File: config.mk
export PLATFORM = sky130hd
export DESIGN_NAME = quoted_string_escape_decoder_flat
export DESIGN_NICKNAME = d
export VERILOG_FILES = /design/src/hw/rtl/qsed_pkg.sv /design/src/hw/rtl/qsed_channel_if.sv /design/src/hw/rtl/quoted_string_escape_decoder.sv /design/src/hw/rtl/qsed_decode.sv /design/src/flat_wrapper.sv
export SDC_FILE = /design/constraint.sdc
export NUM_CORES = 1
export LEC_CHECK = 0
export BUFFER_PORTS_ARGS = -buffer_cell sky130_fd_sc_hd__buf_4
export CAP_MARGIN = 20
export CORE_MARGIN = 2
export CORE_UTILIZATION = 55
export DETAILED_ROUTE_END_ITERATION = 6
export PLACE_DENSITY = 0.75
export REMOVE_ABC_BUFFERS = 1
export SLEW_MARGIN = 40
export SYNTH_ARGS = -nofsm -noshare
export SYNTH_HDL_FRONTEND = slang
export SYNTH_HIERARCHICAL = 1
export SYNTH_SLANG_ARGS = --single-unit
File: constraint.sdc
create_clock -name clock -period 3.77 [get_ports clock]
set_input_delay 0.754 -clock clock [delete_from_list [all_inputs] [get_ports clock]]
set_output_delay 0.754 -clock clock [all_outputs]
set_load 0.05 [all_outputs]
File: src/hw/rtl/qsed_pkg.sv
// ----------------------------------------------------------------------------
// qsed_pkg
// Shared types and codes for the quoted string escape decoder: parse phases,
// result status codes, the parser state and the result beat layout.
// ----------------------------------------------------------------------------
package qsed_pkg;

   // Character codes the parser looks for
   localparam logic [7:0] CHAR_NUL       = 8'h00;
   localparam logic [7:0] CHAR_QUOTE     = 8'h22;
   localparam logic [7:0] CHAR_BACKSLASH = 8'h5c;
   localparam logic [7:0] CHAR_X         = 8'h78;
   localparam logic [7:0] CHAR_ZERO      = 8'h30;
   localparam logic [7:0] CHAR_THREE     = 8'h33;
   localparam logic [7:0] CHAR_SEVEN     = 8'h37;

   typedef enum logic [3:0] {
      PH_IDLE = 4'd0,
      PH_BODY = 4'd1,
      PH_ESC  = 4'd2,
      PH_HEX1 = 4'd3,
      PH_HEX2 = 4'd4,
      PH_OCT2 = 4'd5,
      PH_OCT3 = 4'd6
   } phase_type;

   typedef enum logic [3:0] {
      ST_BYTE      = 4'd0,
      ST_DONE      = 4'd1,
      ST_NO_OPEN   = 4'd2,
      ST_UNTERM    = 4'd3,
      ST_DANGLING  = 4'd4,
      ST_SHORT_HEX = 4'd5,
      ST_BAD_OCT   = 4'd6,
      ST_BAD_HEX   = 4'd7,
      ST_UNKNOWN   = 4'd8
   } status_type;

   typedef struct packed {
      phase_type  phase;
      logic [7:0] escape_value;
   } parse_state_type;

   typedef struct packed {
      logic [7:0] out_byte;
      status_type status;
      logic       is_last;
   } result_type;

endpackage

File: src/hw/rtl/qsed_channel_if.sv
// ----------------------------------------------------------------------------
// qsed channel interfaces
// Valid/ready channels for raw literal bytes (request) and decoded results
// (response). A beat moves on a rising edge with valid and ready both high.
// ----------------------------------------------------------------------------
interface qsed_req_if;
   logic       valid;
   logic       ready;
   logic [7:0] char_byte;
   logic       start_of_string;

   modport source (output valid, output char_byte, output start_of_string, input ready);
   modport sink   (input valid, input char_byte, input start_of_string, output ready);
endinterface

interface qsed_rsp_if;
   logic       valid;
   logic       ready;
   logic [7:0] out_byte;
   logic [3:0] status;
   logic       is_last;

   modport source (output valid, output out_byte, output status, output is_last, input ready);
   modport sink   (input valid, input out_byte, input status, input is_last, output ready);
endinterface

File: src/hw/rtl/quoted_string_escape_decoder.sv
// ----------------------------------------------------------------------------
// quoted_string_escape_decoder
// Streaming decoder for a double-quoted string literal with C escapes.
//
//   channel  dir  payload                           handshake
//   req_bus  in   char_byte, start_of_string        valid / ready
//   rsp_bus  out  out_byte, status, is_last         valid / ready
//
// One byte is taken every cycle unless a stalled result holds the registers. A
// byte passes through the input register, then the parser step into the result
// register, where its result, if it has one, is offered.
// The parser state advances when the input register hands its byte on.
// A stalled result holds the result register, which in turn holds the input
// register; the input side stays ready while either register can move.
// Synchronous active-high reset returns the parser to waiting for a start.
// ----------------------------------------------------------------------------
module quoted_string_escape_decoder (
   input logic       clock,
   input logic       reset,
   qsed_req_if.sink  req_bus,
   qsed_rsp_if.source rsp_bus
);
   import qsed_pkg::*;

   logic            in_valid_ff;
   logic [7:0]      in_char_ff;
   logic            in_start_ff;
   parse_state_type state_ff;
   parse_state_type state_in;
   logic            rsp_valid_ff;
   result_type      rsp_data_ff;
   logic            step_valid;
   result_type      step_result;
   logic            out_free;
   logic            consume;

   assign out_free      = !rsp_valid_ff || rsp_bus.ready;
   assign consume       = in_valid_ff && out_free;
   assign req_bus.ready = !in_valid_ff || out_free;

   // Parser step on the registered byte
   qsed_decode u_decode (
      .state           (state_ff),
      .char_byte       (in_char_ff),
      .start_of_string (in_start_ff),
      .next_state      (state_in),
      .result_valid    (step_valid),
      .result          (step_result)
   );

   // Capture the incoming beat
   always_ff @(posedge clock) begin
      if (reset) begin
         in_valid_ff <= 1'b0;
      end else if (req_bus.ready) begin
         in_valid_ff <= req_bus.valid;
      end
      if (req_bus.ready && req_bus.valid) begin
         in_char_ff  <= req_bus.char_byte;
         in_start_ff <= req_bus.start_of_string;
      end
   end

   // Advance the parser state
   always_ff @(posedge clock) begin
      if (reset) begin
         state_ff.phase        <= PH_IDLE;
         state_ff.escape_value <= 8'h00;
      end else if (consume) begin
         state_ff <= state_in;
      end
   end

   // Load or drain the result register
   always_ff @(posedge clock) begin
      if (reset) begin
         rsp_valid_ff <= 1'b0;
      end else if (out_free) begin
         rsp_valid_ff <= consume && step_valid;
      end
      if (consume && step_valid) begin
         rsp_data_ff <= step_result;
      end
   end

   assign rsp_bus.valid    = rsp_valid_ff;
   assign rsp_bus.out_byte = rsp_data_ff.out_byte;
   assign rsp_bus.status   = rsp_data_ff.status;
   assign rsp_bus.is_last  = rsp_data_ff.is_last;

   // A literal-ending result leaves the parser waiting for a start
   a_last_idles: assert property (@(posedge clock) disable iff (reset)
      (consume && step_valid && step_result.is_last) |=> (state_ff.phase == PH_IDLE))
      else $error("parser not idle after a literal-ending result");

   // A start byte that is not a quote reports a missing open quote
   a_no_open: assert property (@(posedge clock) disable iff (reset)
      (consume && in_start_ff && in_char_ff != CHAR_QUOTE)
      |=> (rsp_valid_ff && rsp_data_ff.status == ST_NO_OPEN && rsp_data_ff.is_last))
      else $error("missing open quote not reported");

   // Leading escape digits never produce a data byte
   a_digit_silent: assert property (@(posedge clock) disable iff (reset)
      (consume && !in_start_ff && (state_ff.phase == PH_HEX1 || state_ff.phase == PH_OCT2))
      |=> !(rsp_valid_ff && rsp_data_ff.status == ST_BYTE))
      else $error("data byte emitted mid-escape");

   // A consumed start-quote byte opens the literal body silently
   a_open_body: assert property (@(posedge clock) disable iff (reset)
      (consume && in_start_ff && in_char_ff == CHAR_QUOTE)
      |=> (state_ff.phase == PH_BODY && !rsp_valid_ff))
      else $error("open quote did not enter the body");

endmodule

File: src/hw/rtl/qsed_decode.sv
// ----------------------------------------------------------------------------
// qsed_decode
// Single-pass parser step: from the current phase, the partial escape value
// and one raw byte, form the next parser state and at most one result.
// ----------------------------------------------------------------------------
module qsed_decode (
   input  qsed_pkg::parse_state_type state,
   input  logic [7:0]                char_byte,
   input  logic                      start_of_string,
   output qsed_pkg::parse_state_type next_state,
   output logic                      result_valid,
   output qsed_pkg::result_type      result
);
   import qsed_pkg::*;

   // Hex digit: bit 4 flags a valid digit, bits 3:0 carry its value
   function automatic logic [4:0] hex_digit(input logic [7:0] c);
      logic [7:0] d;
      d = 8'h00;
      if (c >= 8'h30 && c <= 8'h39) begin
         d = c - 8'h30;
         return {1'b1, d[3:0]};
      end
      if (c >= 8'h61 && c <= 8'h66) begin
         d = c - 8'h57;
         return {1'b1, d[3:0]};
      end
      if (c >= 8'h41 && c <= 8'h46) begin
         d = c - 8'h37;
         return {1'b1, d[3:0]};
      end
      return 5'd0;
   endfunction

   // Single-letter escape: bit 8 flags a known letter, bits 7:0 the byte
   function automatic logic [8:0] letter_escape(input logic [7:0] c);
      case (c)
         8'h61:   return {1'b1, 8'd7};
         8'h62:   return {1'b1, 8'd8};
         8'h65:   return {1'b1, 8'd27};
         8'h66:   return {1'b1, 8'd12};
         8'h6e:   return {1'b1, 8'd10};
         8'h72:   return {1'b1, 8'd13};
         8'h74:   return {1'b1, 8'd9};
         8'h76:   return {1'b1, 8'd11};
         8'h5c:   return {1'b1, 8'd92};
         8'h27:   return {1'b1, 8'd39};
         8'h22:   return {1'b1, 8'd34};
         8'h3f:   return {1'b1, 8'd63};
         default: return 9'd0;
      endcase
   endfunction

   logic [4:0] hex;
   logic [8:0] letter;
   logic       is_octal;
   status_type status;
   logic [7:0] data_byte;

   assign hex      = hex_digit(char_byte);
   assign letter   = letter_escape(char_byte);
   assign is_octal = (char_byte >= CHAR_ZERO) && (char_byte <= CHAR_SEVEN);

   // Advance the phase and pick the result
   always_comb begin
      next_state   = state;
      result_valid = 1'b0;
      status       = ST_BYTE;
      data_byte    = 8'h00;
      if (start_of_string) begin
         next_state.escape_value = 8'h00;
         if (char_byte != CHAR_QUOTE) begin
            result_valid = 1'b1;
            status       = ST_NO_OPEN;
         end else begin
            next_state.phase = PH_BODY;
         end
      end else begin
         case (state.phase)
            PH_BODY: begin
               if (char_byte == CHAR_NUL) begin
                  result_valid = 1'b1;
                  status       = ST_UNTERM;
               end else if (char_byte == CHAR_QUOTE) begin
                  result_valid = 1'b1;
                  status       = ST_DONE;
               end else if (char_byte == CHAR_BACKSLASH) begin
                  next_state.phase = PH_ESC;
               end else begin
                  result_valid = 1'b1;
                  data_byte    = char_byte;
               end
            end
            PH_ESC: begin
               if (char_byte == CHAR_NUL) begin
                  result_valid = 1'b1;
                  status       = ST_DANGLING;
               end else if (char_byte == CHAR_X) begin
                  next_state.escape_value = 8'h00;
                  next_state.phase        = PH_HEX1;
               end else if (char_byte >= CHAR_ZERO && char_byte <= CHAR_THREE) begin
                  next_state.escape_value = {char_byte[1:0], 6'b0};
                  next_state.phase        = PH_OCT2;
               end else if (!letter[8]) begin
                  result_valid = 1'b1;
                  status       = ST_UNKNOWN;
               end else begin
                  result_valid     = 1'b1;
                  data_byte        = letter[7:0];
                  next_state.phase = PH_BODY;
               end
            end
            PH_HEX1, PH_HEX2: begin
               if (char_byte == CHAR_NUL) begin
                  result_valid = 1'b1;
                  status       = ST_SHORT_HEX;
               end else if (!hex[4]) begin
                  result_valid = 1'b1;
                  status       = ST_BAD_HEX;
               end else if (state.phase == PH_HEX1) begin
                  next_state.escape_value = {hex[3:0], 4'b0};
                  next_state.phase        = PH_HEX2;
               end else begin
                  result_valid     = 1'b1;
                  data_byte        = state.escape_value | {4'b0, hex[3:0]};
                  next_state.phase = PH_BODY;
               end
            end
            PH_OCT2, PH_OCT3: begin
               if (!is_octal) begin
                  result_valid = 1'b1;
                  status       = ST_BAD_OCT;
               end else if (state.phase == PH_OCT2) begin
                  next_state.escape_value = state.escape_value + {2'b0, char_byte[2:0], 3'b0};
                  next_state.phase        = PH_OCT3;
               end else begin
                  result_valid     = 1'b1;
                  data_byte        = state.escape_value + {5'b0, char_byte[2:0]};
                  next_state.phase = PH_BODY;
               end
            end
            default: begin
               next_state.phase = PH_IDLE;
            end
         endcase
      end
      // Any status other than a byte ends the literal
      if (result_valid && status != ST_BYTE) begin
         next_state.phase = PH_IDLE;
      end
   end

   // Pack the result beat
   always_comb begin
      result.status   = status;
      result.is_last  = (status != ST_BYTE);
      result.out_byte = (status == ST_BYTE) ? data_byte : 8'h00;
   end

endmodule

File: src/flat_wrapper.sv
// flat-port wrapper written by rule: the top's interface ports become plain ports
module quoted_string_escape_decoder_flat import qsed_pkg::*;
  (clock, reset, req_bus_valid, req_bus_char_byte, req_bus_start_of_string, req_bus_ready, rsp_bus_valid, rsp_bus_out_byte, rsp_bus_status, rsp_bus_is_last, rsp_bus_ready);
  qsed_req_if req_bus_i ();
  qsed_rsp_if rsp_bus_i ();
  input logic clock;
  input logic reset;
  input wire logic [$bits(req_bus_i.valid)-1:0] req_bus_valid;
  input wire logic [$bits(req_bus_i.char_byte)-1:0] req_bus_char_byte;
  input wire logic [$bits(req_bus_i.start_of_string)-1:0] req_bus_start_of_string;
  output wire logic [$bits(req_bus_i.ready)-1:0] req_bus_ready;
  output wire logic [$bits(rsp_bus_i.valid)-1:0] rsp_bus_valid;
  output wire logic [$bits(rsp_bus_i.out_byte)-1:0] rsp_bus_out_byte;
  output wire logic [$bits(rsp_bus_i.status)-1:0] rsp_bus_status;
  output wire logic [$bits(rsp_bus_i.is_last)-1:0] rsp_bus_is_last;
  input wire logic [$bits(rsp_bus_i.ready)-1:0] rsp_bus_ready;
  assign req_bus_i.valid = req_bus_valid;
  assign req_bus_i.char_byte = req_bus_char_byte;
  assign req_bus_i.start_of_string = req_bus_start_of_string;
  assign req_bus_ready = req_bus_i.ready;
  assign rsp_bus_valid = rsp_bus_i.valid;
  assign rsp_bus_out_byte = rsp_bus_i.out_byte;
  assign rsp_bus_status = rsp_bus_i.status;
  assign rsp_bus_is_last = rsp_bus_i.is_last;
  assign rsp_bus_i.ready = rsp_bus_ready;
  quoted_string_escape_decoder u_core (.clock(clock), .reset(reset), .req_bus(req_bus_i), .rsp_bus(rsp_bus_i));
endmodule
* Word level (Yosys, flattened, before mapping)
Cells that the tools add are included.
** Word-level totals
- Logic and storage cells :: 154
- Flip-flop bits (word level) :: 36
- Bits of input ports :: 13
** Cells by class
- Equal/unequal tests :: 36
- Multiplexer cells :: 72
- Reductions and logical operators :: 22
- Magnitude comparators :: 8
- Add/subtract/negate cells :: 5
- Bitwise logic cells :: 2
** Operators by type and width (number)
- 8-bit two-way mux :: 15
- 9-bit one-hot mux with 12 select lines :: 1
- 8-bit by 7-bit equality test with 1-bit output, second input constant :: 10
- 12-bit two-way mux :: 6
- 4-bit two-way mux :: 12
- 4-bit by 3-bit != test with 1-bit output, second input constant :: 8
- 4-bit one-hot mux with 4 select lines :: 2
- 8-bit one-hot mux with 4 select lines :: 1
- 5-bit two-way mux :: 6
- 8-bit by 6-bit equality test with 1-bit output, second input constant :: 3
- 8-bit by 6-bit less-or-equal comparator with 1-bit output, second input constant :: 3
- 8-bit one-hot mux with 3 select lines :: 1
- 1-bit two-way mux :: 20
- 3-bit by 2-bit != test with 1-bit output, second input constant :: 6
- 8-bit by 7-bit greater-or-equal comparator with 1-bit output, second input constant :: 2
- 8-bit by 7-bit less-or-equal comparator with 1-bit output, second input constant :: 2
- 3-bit two-way mux :: 5
- 4-bit by 3-bit equality test with 1-bit output, second input constant :: 3
- 10-bit AND reduction :: 1
- 1-bit logical AND :: 9
- 9-bit AND reduction :: 1
- 8-bit by 3-bit adder with 8-bit output :: 1
- 8-bit by 6-bit adder with 8-bit output :: 1
- 4-bit by 2-bit equality test with 1-bit output, second input constant :: 2
- 17 further kinds :: 24

* Depth between registers and ports, before layout
- Depth after elaboration :: 17
- Gate-level depth with buffers :: 11
- Gate-level depth less buffers :: 10

* Cells and area by module
The synthesis kept the hierarchy.
** Modules (own cells, without submodules)
- qsed_decode :: area each 1735.4 sq um, instances 1, seq. area each 0.0 sq um, cells each 269
- quoted_string_escape_decoder :: area each 1301.2 sq um, instances 1, seq. area each 940.9 sq um, cells each 85

* Least setup slack after synthesis
OpenSTA, ideal clock, no wires.
- Path kind :: register to register
- Start :: register u_core.in_char_ff[2]
- End :: register u_core.rsp_data_ff, in the netlist u_core/rsp_bus.is_last, enable pin
- Cell stages (with the launch flop) :: 11
- Arrival :: 2740 ps
- Path slack :: 648 ps
- Setup time :: 382 ps
- Path buffers :: 2
- Cells stage by stage :: edfxtp_1 buf_6 or4_4 or3_1 clkbuf_1 a31oi_1 nor2_1 o22a_1 o211ai_1 nand2_1 nor2_1
** On the way
- Cells in the longest elaborated chain, start to end :: 13
** RTL lines
- start: declaration :: RTL line quoted_string_escape_decoder.sv:26 : logic [7:0] in_char_ff;
- start signal: assignment :: RTL line quoted_string_escape_decoder.sv:59 : in_char_ff <= req_bus.char_byte;
- 8-bit by 7-bit greater-or-equal comparator with 1-bit output or 8-bit by 7-bit less-or-equal comparator with 1-bit output (tied branches) :: RTL line qsed_decode.sv:28 : if (c >= 8'h41 && c <= 8'h46) begin
- 1-bit logical AND :: RTL line qsed_decode.sv:28
- 1-bit two-way mux (2 in a row) :: RTL line qsed_decode.sv:28
- 1-bit two-way mux :: RTL line qsed_decode.sv:24 : if (c >= 8'h61 && c <= 8'h66) begin
- 5-bit two-way mux :: RTL line qsed_decode.sv:32 : return 5'd0;
- 5-bit two-way mux :: RTL line qsed_decode.sv:28
- 5-bit two-way mux :: RTL line qsed_decode.sv:24
- 1-bit two-way mux :: RTL line qsed_decode.sv:117 : end else if (!hex[4]) begin
- 1-bit two-way mux :: RTL line qsed_decode.sv:114 : if (char_byte == CHAR_NUL) begin
- 1-bit one-hot mux with 4 select lines :: RTL line qsed_decode.sv:79 : case (state.phase)
- 1-bit two-way mux * :: RTL line qsed_decode.sv:70 : if (start_of_string) begin
- named net u_core.step_valid :: RTL line quoted_string_escape_decoder.sv:32 : logic step_valid;
- 1-bit logical AND * :: RTL line quoted_string_escape_decoder.sv:81 : if (consume && step_valid) begin
- end signal: assignment :: RTL line quoted_string_escape_decoder.sv:82 : rsp_data_ff <= step_result;
- end: declaration :: RTL line quoted_string_escape_decoder.sv:31 : result_type rsp_data_ff;
The timed path passes the listed nets; every way through them passes the cells marked *. The select of a mux whose other input is x is not followed.
A chain may end at the register's enable or synchronous reset.

==> flow_metrics.env <==
export IMPL_rows=27
export IMPL_number_of_global_route_vias_before_repair=2495
export IMPL_crit_path_setup_slack_layout_ns=0.6346
export IMPL_cts_tree="done"
export IMPL_ff2ff_path_depth=10
export IMPL_die_area_sq_mm=0.006132
export IMPL_finalNetCount=399
export IMPL_routabilityCongestion=0.9894
export IMPL_wire_length_of_the_first_global_routing_pass_um=12610
export IMPL_synth_enable_flop_cells=22
export IMPL_initial_utilization=0.5618
export IMPL_synth_cell_types=69
export IMPL_post_cts_resize_count=0
export IMPL_timing_setup_tns_ns=0
export IMPL_layout_drive_gt1_share=0.1501
export IMPL_syn_inst=354
export IMPL_cts_num_sinks=36
export IMPL_number_of_antenna_violations_at_the_first_check_in_global_routing=0
export IMPL_synth_area_top_cells="sky130_fd_sc_hd__edfxtp_1 22%, sky130_fd_sc_hd__dfxtp_1 9.2%, sky130_fd_sc_hd__nand2b_1 6.0%, sky130_fd_sc_hd__mux2i_1 4.9%, sky130_fd_sc_hd__ha_1 4.5%"
export IMPL_timing_critical_path_required_ns=3.93
export IMPL_die_w_um=78.31
export IMPL_postSynthAreaPerCell_sq_um=8.578
export IMPL_routed_via_count=2868
export IMPL_setup_worst_path_start="u_core/in_char_ff[0]"
export IMPL_yosysSeqAreaShare=0.3098
export IMPL_synth_warning_count=6
export IMPL_clock_path_buffers=2
export IMPL_drc=0
export IMPL_worstMarginPinSlew_ns=0.8730
export IMPL_post_synth_top_count_cell="sky130_fd_sc_hd__nor2_1"
export IMPL_predominant_post_synthesis_flop_cell="sky130_fd_sc_hd__edfxtp_1"
export IMPL_finClkSkew_ns=0.007475
export IMPL_timing_critical_path_arrival_ns=3.30
export IMPL_result_of_the_run="completed"
export IMPL_syn_area_sq_mm=0.003037
export IMPL_dp_hpwl_um=5714
export IMPL_largest_net_degree_at_the_start_of_global_routing=27
export IMPL_holdCritPathClass="reg2reg"
export IMPL_placed_area_sq_mm=0.003249
export IMPL_n_fill_cell=474
export IMPL_route_antenna_remaining_nets=0
export IMPL_synthDominantCellAreaShare=0.2176
export IMPL_finalInstanceArea_sq_mm=0.003342
export IMPL_fp_coreArea_sq_mm=0.005405
export IMPL_max_freq_ghz=0.3189
export IMPL_cts_root_buf="sky130_fd_sc_hd__clkbuf_8"
export IMPL_rsz_0062_raised_after_global_routing="false"
export IMPL_clk_latency_ns=0.29
export IMPL_synth_register_bits=36
export IMPL_worstHoldStart="u_core/state_ff[0]"
export IMPL_post_synth_top_area_cell="sky130_fd_sc_hd__edfxtp_1"
export IMPL_flow_area_growth_from_synthesis_pct=10.05
export IMPL_multi_input_gate_area_in_the_final_layout_sq_mm=0.001954
export IMPL_timing_rr_end="u_core/state_ff[8]"
export IMPL_port_buffers=27
export IMPL_avgRoutedWirePerCell_um=17.33
export IMPL_p_per_area_mw_per_mm2=250.7
export IMPL_worst_slew_margin_rel=0.4165
export IMPL_post_synth_most_frequent_cells="30 x sky130_fd_sc_hd__nor2_1, 29 x sky130_fd_sc_hd__nand2_1, 29 x sky130_fd_sc_hd__nand2b_1"
export IMPL_antenna_cells=0
export IMPL_r2r_path_start="u_core/in_char_ff[0]"
export IMPL_dp_worst_setup_slack_ns=0.7530
export IMPL_end_kind="flip-flop"
export IMPL_via_per_inst=6.445
export IMPL_worst_hold_path_endpoint="u_core/state_ff[0]"
export IMPL_setup_viol_count_final=0
export IMPL_drt_total_wl_um=7713
export IMPL_cts_buffers=5
export IMPL_final_period_utilization=0.8317
export IMPL_layout_area_seq_sq_um=940.9
export IMPL_final_core_utilization=0.6183
export IMPL_crit_path_start_kind="flip-flop"
export IMPL_drtPass1Iterations=6
export IMPL_gr_usage_all_layers=0.2623
export IMPL_critical_path_class="reg2reg"
export IMPL_hold_path_depth=2
export IMPL_power_leakage_uw=0.001210
export IMPL_cts_reportedPaths_clkPinSlew_ns=0.07
export IMPL_die_height_um=78.31
export IMPL_ys_async_rst_share=0
export IMPL_grt_overflow=0
export IMPL_finalWorstPathRequiredPeriod_ns=3.135
export IMPL_post_cts_buffers=0
export IMPL_cp_max_fo=10
export IMPL_cap_viol_max_count=0
export IMPL_floorplan_io_pins=28
export IMPL_drt_initial_drc_count=356
export IMPL_finalMaxSlewViolations=0
export IMPL_ir_worst_vdd_uv=259.9
export IMPL_ctsHoldBuffers=0
export IMPL_ctsHtreeMaxLevel=2
export IMPL_report_final_hold_viol_count=0
export IMPL_timing_reg2reg_setup_slack_ns=0.63
worst max-delay path by stage:
stage / end / slack [ns] / depth (start not counted)
final: u_core/state_ff[8] / 0.63 / 10
after CTS: u_core/state_ff[8] / 0.73 / 10
after global placement: u_core/state_ff[8] / 0.81 / 10
after detailed placement: u_core/state_ff[8] / 0.75 / 10
after floorplan: u_core/rsp_bus.is_last / 0.59 / 8
after global routing: u_core/state_ff[8] / 0.36 / 10
cell usage in the layout, fill, tap and decap left out, types with 11 or more instances in the layout:
| cell type | synthesis | routed |
|---|---|---|
| sky130_fd_sc_hd__edfxtp_1 | 22 | 22 |
| sky130_fd_sc_hd__a31oi_1 | 11 | 11 |
| sky130_fd_sc_hd__ha_1 | 11 | 11 |
| sky130_fd_sc_hd__a21oi_1 | 23 | 23 |
| sky130_fd_sc_hd__nand2_1 | 29 | 29 |
| sky130_fd_sc_hd__dfxtp_1 | 14 | 14 |
| sky130_fd_sc_hd__nand2b_1 | 29 | 29 |
| sky130_fd_sc_hd__nor2_1 | 30 | 30 |
| sky130_fd_sc_hd__o21ai_0 | 24 | 24 |
| sky130_fd_sc_hd__mux2i_1 | 15 | 15 |
| sky130_fd_sc_hd__nand3_1 | 11 | 11 |
| sky130_fd_sc_hd__buf_4 | 2 | 33 |
metal layers:
metal | track usage | part of all wire | vias to the layer above | routed length [um]
met5 | 0 | 0 | - | 0
met1 | 0.3711 | 0.44 | 1295 | 3356
met3 | 0.04253 | 0.096 | 24 | 739
met4 | 0.1088 | 0.028 | 0 | 213
met2 | 0.3991 | 0.44 | 187 | 3404
li1 | - | - | 1362 | -
registers in the layout, indices dropped and copies added (netlist names):
signal	count
u_core/in_char_ff	8
u_core/in_start_ff	1
u_core/in_valid_ff	1
u_core/rsp_bus.is_last	1
u_core/rsp_bus.out_byte	8
u_core/rsp_bus.status	4
u_core/rsp_bus.valid	1
u_core/state_ff	12
through the flow:
stage / hold WS [ns] / power, uW / std cells
floorplan: 0.4705 / 520.5 / 333
global placement: 0.4916 / 560.0 / 438
detailed placement: 0.5039 / 561.0 / 438
CTS: 0.5137 / 841.3 / 445
global route: 0.5608 / 866.2 / 445
finish: 0.5121 / 837.7 / 445
layout make-up:
cell class	instances	area share
Clock buffer	6	0.02471
Clock inverter	1	0.001123
Inverter	6	0.006739
Multi-Input combinational cell	291	0.5848
Sequential cell	36	0.2815
Tap cell	72	0.02696
Timing Repair Buffer	33	0.07413
power breakdown:
part	internal (uW)	switching, uW	total [uW]
sequential	427	18.0	445
clock	142	140	283
combinational	43.9	66.0	110
total	613	224	838
logic make-up (layout without fill, tap and decap cells):
kind of cell / after synthesis / after routing / synth area share
AO/OA/AOI/OAI: 109 / 109 / 0.2489
XOR/XNOR: 4 / 4 / 0.01154
adder cells (fa/ha/maj): 13 / 13 / 0.05851
buffers and inverters: 27 / 46 / 0.04862
flip-flops: 36 / 36 / 0.3098
multiplexers: 15 / 15 / 0.04944
other: 1 / 1 / 0.001235
AND/OR/NAND/NOR: 149 / 149 / 0.2719
worst max-delay path: stages, from the launching register on:
cell and delay [ns]:
sky130_fd_sc_hd__edfxtp_1 0.57, sky130_fd_sc_hd__inv_1 0.20, sky130_fd_sc_hd__ha_1 0.19, sky130_fd_sc_hd__nor3b_1 0.48
sky130_fd_sc_hd__a211oi_4 0.10, sky130_fd_sc_hd__a2111oi_1 0.78, sky130_fd_sc_hd__a21oi_1 0.13, sky130_fd_sc_hd__o21ai_0 0.31
sky130_fd_sc_hd__a211oi_1 0.09, sky130_fd_sc_hd__nand2b_1 0.09, sky130_fd_sc_hd__mux2i_1 0.06
(Power assumes the default switching activity.)
